### config.mk
export PLATFORM = sky130hd
export DESIGN_NAME = dre_ctrl
export DESIGN_NICKNAME = d
export VERILOG_FILES = /design/src/hdl/dijkstra_relaxation_engine_defines.svh /design/src/hdl/dre_pkg.sv /design/src/hdl/dre_ctrl.sv
export SDC_FILE = /design/constraint.sdc
export NUM_CORES = 1
export LEC_CHECK = 0
export BUFFER_PORTS_ARGS = -buffer_cell sky130_fd_sc_hd__buf_4
export CAP_MARGIN = 20
export CORE_AREA = 8 8 45 47
export CTS_CLUSTER_DIAMETER = 100
export DETAILED_ROUTE_END_ITERATION = 12
export DIE_AREA = 0 0 53 55
export PLACE_DENSITY_LB_ADDON = 0.05
export SLEW_MARGIN = 15
export SYNTH_ARGS = -nofsm -noshare
export SYNTH_HDL_FRONTEND = slang
export SYNTH_SLANG_ARGS = --single-unit
export TNS_END_PERCENT = 30
### constraint.sdc
create_clock -name clk -period 4 [get_ports clk]
set_clock_uncertainty 0.2 [all_clocks]
set_input_delay 0.4 -clock clk [delete_from_list [all_inputs] [get_ports clk]]
set_output_delay 0.4 -clock clk [all_outputs]
set_load 0.005 [all_outputs]
### src/hdl/dijkstra_relaxation_engine_defines.svh
// ----------------------------------------------------------------------------
// dijkstra relaxation engine assertion macros
// implication checks used by the engine modules
// ----------------------------------------------------------------------------
`ifndef DIJKSTRA_RELAXATION_ENGINE_DEFINES_SVH
`define DIJKSTRA_RELAXATION_ENGINE_DEFINES_SVH
`ifndef NO_ASSERTIONS
`define DRE_ASSERT_IMPL(lbl, clk, rst_n, a, b) \
  lbl: assert property (@(posedge clk) disable iff (!rst_n) (a) |-> (b)) \
    else $error("same-cycle check failed");
`define DRE_ASSERT_NEXT(lbl, clk, rst_n, a, b) \
  lbl: assert property (@(posedge clk) disable iff (!rst_n) (a) |=> (b)) \
    else $error("next-cycle check failed");
`else
`define DRE_ASSERT_IMPL(lbl, clk, rst_n, a, b)
`define DRE_ASSERT_NEXT(lbl, clk, rst_n, a, b)
`endif
`endif

### src/hdl/dre_pkg.sv
// ----------------------------------------------------------------------------
// dre_pkg
// shared types and constants of the shortest-path engine
// ----------------------------------------------------------------------------
package dre_pkg;

  localparam int VERTEX_COUNT_DEF = 1024;
  localparam int ARC_COUNT_DEF    = 4096;
  localparam int LOG_DEPTH_DEF    = 50;

  localparam int IDX_W    = 14;
  localparam int WEIGHT_W = 20;

  localparam logic [30:0] COST_MAX  = 31'h7FFF_FFFF;
  localparam logic [7:0]  END_BIT   = 8'h10;
  localparam logic [7:0]  DREQ_BIT  = 8'h04;
  localparam logic [7:0]  NOT_DRAIN = 8'hF7;

  localparam int CB_RESET = 0;
  localparam int CB_RELAX = 1;
  localparam int CB_DREQ  = 2;
  localparam int CB_DRAIN = 3;
  localparam int CB_END   = 4;

  typedef enum logic [2:0] {
    CMD_VERTEX_WR = 3'd0,
    CMD_ARC_END_WR = 3'd1,
    CMD_ARC_WT_WR = 3'd2,
    CMD_CTRL_WR = 3'd3,
    CMD_CTRL_RD = 3'd4,
    CMD_VERTEX_RD = 3'd5,
    CMD_STEP = 3'd6
  } cmd_t;

  typedef enum logic [3:0] {
    ST_IDLE,
    ST_EXEC,
    ST_VREAD,
    ST_DRAIN_RD,
    ST_DRAIN_OUT,
    ST_SCAN,
    ST_DECIDE,
    ST_ARC_RD,
    ST_ARC_CHK,
    ST_HEAD,
    ST_MARK
  } state_t;

  typedef struct packed {
    logic latch;
    logic exec;
    logic vread_out;
    logic drain_rd;
    logic drain_out;
    logic scan;
    logic decide;
    logic arc_rd;
    logic arc_chk;
    logic head_chk;
    logic mark;
  } dp_cmd_t;

  typedef struct packed {
    logic [2:0] cmd;
    logic ctl_reset;
    logic ctl_drain;
    logic relax_go;
    logic scan_done;
    logic run_done;
    logic arc_end;
    logic arc_head;
    logic arc_stop;
    logic abort;
    logic drain_last;
  } dp_stat_t;

endpackage

### src/hdl/dre_ctrl.sv
// ----------------------------------------------------------------------------
// dre_ctrl
// sequencer for request decode, vertex scan, arc walk and log drain
// ----------------------------------------------------------------------------
module dre_ctrl (
  input  logic              clk,
  input  logic              rst_n,
  input  logic              start,
  output logic              busy,
  input  dre_pkg::dp_stat_t stat,
  output dre_pkg::dp_cmd_t  cmd
);

  dre_pkg::state_t state_r;
  dre_pkg::state_t state_nxt;

  always_ff @(posedge clk) begin
    if (!rst_n) begin
      state_r <= dre_pkg::ST_IDLE;
    end else begin
      state_r <= state_nxt;
    end
  end

  always_comb begin
    state_nxt = state_r;
    cmd       = '0;
    busy      = 1'b1;
    case (state_r)
      dre_pkg::ST_IDLE: begin
        busy = 1'b0;
        if (start) begin
          cmd.latch = 1'b1;
          state_nxt = dre_pkg::ST_EXEC;
        end
      end
      dre_pkg::ST_EXEC: begin
        cmd.exec  = 1'b1;
        state_nxt = dre_pkg::ST_IDLE;
        case (dre_pkg::cmd_t'(stat.cmd))
          dre_pkg::CMD_VERTEX_RD: state_nxt = dre_pkg::ST_VREAD;
          dre_pkg::CMD_STEP: begin
            if (stat.ctl_reset) begin
              state_nxt = dre_pkg::ST_IDLE;
            end else if (stat.ctl_drain) begin
              state_nxt = dre_pkg::ST_DRAIN_RD;
            end else if (stat.relax_go) begin
              state_nxt = dre_pkg::ST_SCAN;
            end
          end
          default: state_nxt = dre_pkg::ST_IDLE;
        endcase
      end
      dre_pkg::ST_VREAD: begin
        cmd.vread_out = 1'b1;
        state_nxt     = dre_pkg::ST_IDLE;
      end
      dre_pkg::ST_DRAIN_RD: begin
        cmd.drain_rd = 1'b1;
        state_nxt    = dre_pkg::ST_DRAIN_OUT;
      end
      dre_pkg::ST_DRAIN_OUT: begin
        cmd.drain_out = 1'b1;
        state_nxt = stat.drain_last ? dre_pkg::ST_IDLE : dre_pkg::ST_DRAIN_RD;
      end
      dre_pkg::ST_SCAN: begin
        cmd.scan = 1'b1;
        if (stat.scan_done) begin
          state_nxt = dre_pkg::ST_DECIDE;
        end
      end
      dre_pkg::ST_DECIDE: begin
        cmd.decide = 1'b1;
        state_nxt  = stat.run_done ? dre_pkg::ST_IDLE : dre_pkg::ST_ARC_RD;
      end
      dre_pkg::ST_ARC_RD: begin
        cmd.arc_rd = 1'b1;
        state_nxt  = stat.arc_end ? dre_pkg::ST_MARK : dre_pkg::ST_ARC_CHK;
      end
      dre_pkg::ST_ARC_CHK: begin
        cmd.arc_chk = 1'b1;
        if (stat.arc_head) begin
          state_nxt = dre_pkg::ST_HEAD;
        end else if (stat.arc_stop) begin
          state_nxt = dre_pkg::ST_MARK;
        end else begin
          state_nxt = dre_pkg::ST_ARC_RD;
        end
      end
      dre_pkg::ST_HEAD: begin
        cmd.head_chk = 1'b1;
        state_nxt    = stat.abort ? dre_pkg::ST_IDLE : dre_pkg::ST_ARC_RD;
      end
      dre_pkg::ST_MARK: begin
        cmd.mark  = 1'b1;
        state_nxt = dre_pkg::ST_IDLE;
      end
      default: state_nxt = dre_pkg::ST_IDLE;
    endcase
  end

endmodule

# After elaboration in Yosys (flattened, before gate mapping)
# Index checks and enable logic that the tools add are counted.
op_classes:
  addsub: 0
  mul: 0
  div: 0
  n_lt_le_gt_ge: 0
  n_eq_ne: 14
  shifts: 0
  n_mux: 26
  bitwise: 0
  reduce_logical: 2
op_table:
  columns: ["operator", "n"]
  rows:
  - ["$pmux W4 S9", 1]
  - ["$mux W4", 6]
  - ["$eq A4 B3 Y1 const B", 4]
  - ["$mux W1", 13]
  - ["$eq A4 B4 Y1 const B", 3]
  - ["$mux W3", 3]
  - ["$eq A4 B2 Y1 const B", 2]
  - ["$pmux W4 S2", 1]
  - ["$eq A3 B3 Y1 const B", 2]
  - ["$eq A4 B1 Y1 const B", 1]
  - ["$logic_not A4 Y1", 1]
  - ["$mux W2", 2]
  - ["$ne A2 B2 Y1 const B", 2]
  - ["$reduce_and A2 Y1", 1]
totals:
  register_bits: 4
  latchBits: 0
  mem_bits_rw: 0
  mem_bits_ro: 0
  inputBits: 16
  output_inout_bits: 12
  wordCells: 43
  memories: 0

# Depth between registers and ports, before layout
depth:
  ltp_word: 5
  mapped_depth: 5
  depth_no_buf: 4

# Least setup slack after synthesis
# No wires, ideal clock.
synth_timing:
  kind: "flip-flop to output port"
  from: "register state_r[1]"
  to: "output cmd[10] in the netlist's numbering"
  arrival_ns: 1.006
  slack_ns: 2.394
  path_stages_with_launch: 5
  path_buffers: 2
  path_cell_list: "dfxtp_1 buf_2 clkbuf_1 nor2_1 and3_1"
synth_rtl:
  columns: ["element", "line_no", "rtl"]
  rows:
  - ["start: declaration", "dre_ctrl.sv:14", "dre_pkg::state_t state_r;"]
  - ["start signal: assignment", "dre_ctrl.sv:19", "state_r <= dre_pkg::ST_IDLE;"]
  - ["start signal: assignment", "dre_ctrl.sv:21", "state_r <= state_nxt;"]
  - ["end: declaration", "dre_ctrl.sv:11", "output dre_pkg::dp_cmd_t cmd"]

==> impl_results.md <==
- Tcrit/Tclk final: about 54%
- Vias per inst: 5.20
- Post-route ant nets: 0
- # diodes: 0
- Worst setup path category: reg -> out
- Initial antenna violation count: 0
- Ratio of cells with drive above 1 in the final layout: about 34%
- Die span in x: between 50 and 60 um
- CP required: approximately 3.4 ns
- Starting density of the core: 34.9%
- Slowest stage delay, CP: approximately 0.68 ns
- First drt pass iteration count: 4
- DP Wirelength: between 1000 and 1500 um
- Crit-path slowest cell: dfxtp_1
- R2r setup slk: 2.14 ns
- Worst-Margin Slew: 0.589 ns
- TritonCTS clock tree: yes
- DR iter-0 viols: 6
- Mapped cell area: around 480 um2
- Worst EP arrival: between 1.5 and 2 ns
- Crit-path leading delay family: flip-flops
- Net count, final: about 110
- Core ar.: ~1400 um2
- Row cnt: 14
- Worst reg2reg startpoint: state_r[3]
- Seq cells post-synth: 4
- R2r worst-path depth: 4
- Setup violations, final: 0
- Clock root buffer: clkbuf_4
- DRC viols: 0
- Clock period minus worst slack: about 2.2 ns
- Relative slew slack: 60.7%
- Hold depth: 2
- Post-Synthesis Cells: 69
- I/O pin total: 28
- H-tree levels: 1
- Unique masters post-synth: 32
- Critical Path Source: state_r[1]
- Mean Syn Cell Area: approximately 7 um2
- Prevailing post-synth register cell: dfxtp_1
- Crit path depth: 3
- Clock latency on the worst-skew pair: around 0.24 ns
- Critical Path Source Type: flip-flop
- Post-cts gate resize count: 0
- Area share of the largest cell type after synthesis: about 17%
- Routed len/inst: 13.5 um
- Setup tns final: 0 ns
- Final wirelength: between 1000 and 1500 um
- Async SR Flop Fraction: 0%
- CP Capture Type: output port
- First-pass GRT wire length: 2460 um
- Status: finished clean
- Crit-path cells: or2b_1, nor2_2, buf_4
- Height of the die: approximately 55 um
- Area contributors post-synth: dfxtp_1 17%, nor2_1 7.8%, nand2b_1 5.2%
- DR vias: ~570
- Final hold vios: 0
- Setup crit end: cmd[3]
- Most frequent cells after synthesis: 10 x nor2_1, 5 x nor3_1
- Tot Pwr: roughly 130 uW
- Largest registers: state_r (4)
- Syn nets: 85
- Die footprint: 2920 um2
- Post-synth EDFFs: 0
- All-Layer GR Usage: between 10 and 15%
- PortBufs: 27
- Peak VDD IR: between 0.09 and 0.1 mV
- Cell Pwr Density: roughly 190 nW/um2
- Max Cap Viol: 0
- Clk slew on worst S/H paths: about 0.040 ns
- Area leader, netlist: dfxtp_1
- Worst Path Buf+Inv: 1
- Hold Crit Class: in -> reg
- Clk sinks: 4
- Seq/Total Area, Yosys: between 10% and 20%
- Global placement routability congestion: roughly 0.7
- Max reg flops: 4
- Largest net degree at the start of global routing: 19
- Lkg Pwr: between 0.3 and 0.4 nW
- Clk buf depth: 2
- RR Endpoint: state_r[1]
- Post-CTS setup repair buffer count: 0
- CTS Buf Count: 3
- Vias in the first global route: 556
- Area Growth Syn to Fin: 45.9%
- Max Slew Vio Count: 0
- Unrepaired setup endpoints after global routing: false
- Most numerous cell in the Yosys netlist: nor2_1
- Biggest register: state_r
- Hold-fix buffers, CTS: 0
- Fmax: between 0.4 and 0.5 GHz
- GRT overflow: 0
- CP max FO: 18
- Synth warn: 0
## how the worst min path moves through the flow
stage / start / end / slack, ns
2_1_floorplan: rst_n / state_r[3] / 0.32
3_3_place_gp: rst_n / state_r[2] / 0.45
3_5_place_dp: rst_n / state_r[3] / 0.46
4_1_cts: rst_n / state_r[3] / 0.21
5_1_grt: rst_n / state_r[2] / 0.22
6_report: rst_n / state_r[2] / 0.22
## worst register-to-register path, delay by kind of cell, from the launching register on
kind            cells  cell delay, ns
flops               1            0.65
simple gates        3            0.49
compound gates      1            0.40
## cell type report
type	count	area (um2)
Fill cell	154	679
Multi-Input combinational cell	57	368
Timing Repair Buffer	27	203
Sequential cell	4	80.1
Clock buffer	3	22.5
Tap cell	16	20.0
Inverter	3	11.3
## power breakdown
part	switching (mW)	leakage (nW)	internal [mW]
Combinational	0.0124	0.265	0.0218
Clock	0.0168	0.0138	0.0336
Sequential	0.00462	0.0325	0.0413
Total	0.0338	0.311	0.0967
## per-stage QoR
step                      utilization (%)  area, um2  worst slack, ns  hold WS (ns)  cells
after floorplan                         -        483             2.39         0.318     69
after global placement               49.3        682             2.08         0.455    107
after detailed placement             49.3        682             2.06         0.456    107
after CTS                            50.9        704             1.80         0.211    110
after global routing                 50.9        704             1.68         0.224    110
final                                50.9        704             1.83         0.215    110
## per-layer routing
metal	global-route usage, %	part of all wire [%]	wire length [um]	up-vias
met4	5.17	0.94	14	0
li1	-	-	-	304
met3	3.74	11	169	2
met1	13.1	45	667	246
met2	17.0	43	633	20
met5	0	0	0	-
## cells in the final DEF, fill, tap and decap left out, drive strengths merged, types with 2 or more instances in the layout
| cell type | netlist | final |
|---|---|---|
| a21oi | 4 | 4 |
| o21ai | 2 | 2 |
| nand3b | 2 | 2 |
| inv | 3 | 3 |
| and3 | 3 | 3 |
| mux2i | 2 | 2 |
| nor2 | 11 | 11 |
| buf | 4 | 27 |
| nand2b | 4 | 4 |
| dfxtp | 4 | 4 |
| nor3b | 3 | 3 |
| nand2 | 4 | 4 |
| nor3 | 5 | 5 |
| clkbuf | 1 | 3 |
## kinds of logic after synthesis
| logic type | count (synthesis) | share of synthesized area [%] |
|---|---|---|
| and+or+nand+nor | 40 | 49.7 |
| muxes | 2 | 4.15 |
| buffers and inverters | 8 | 7.25 |
| AOI/OAI and AO/OA | 15 | 22.3 |
| DFF | 4 | 16.6 |
(Power assumes the default switching activity.)
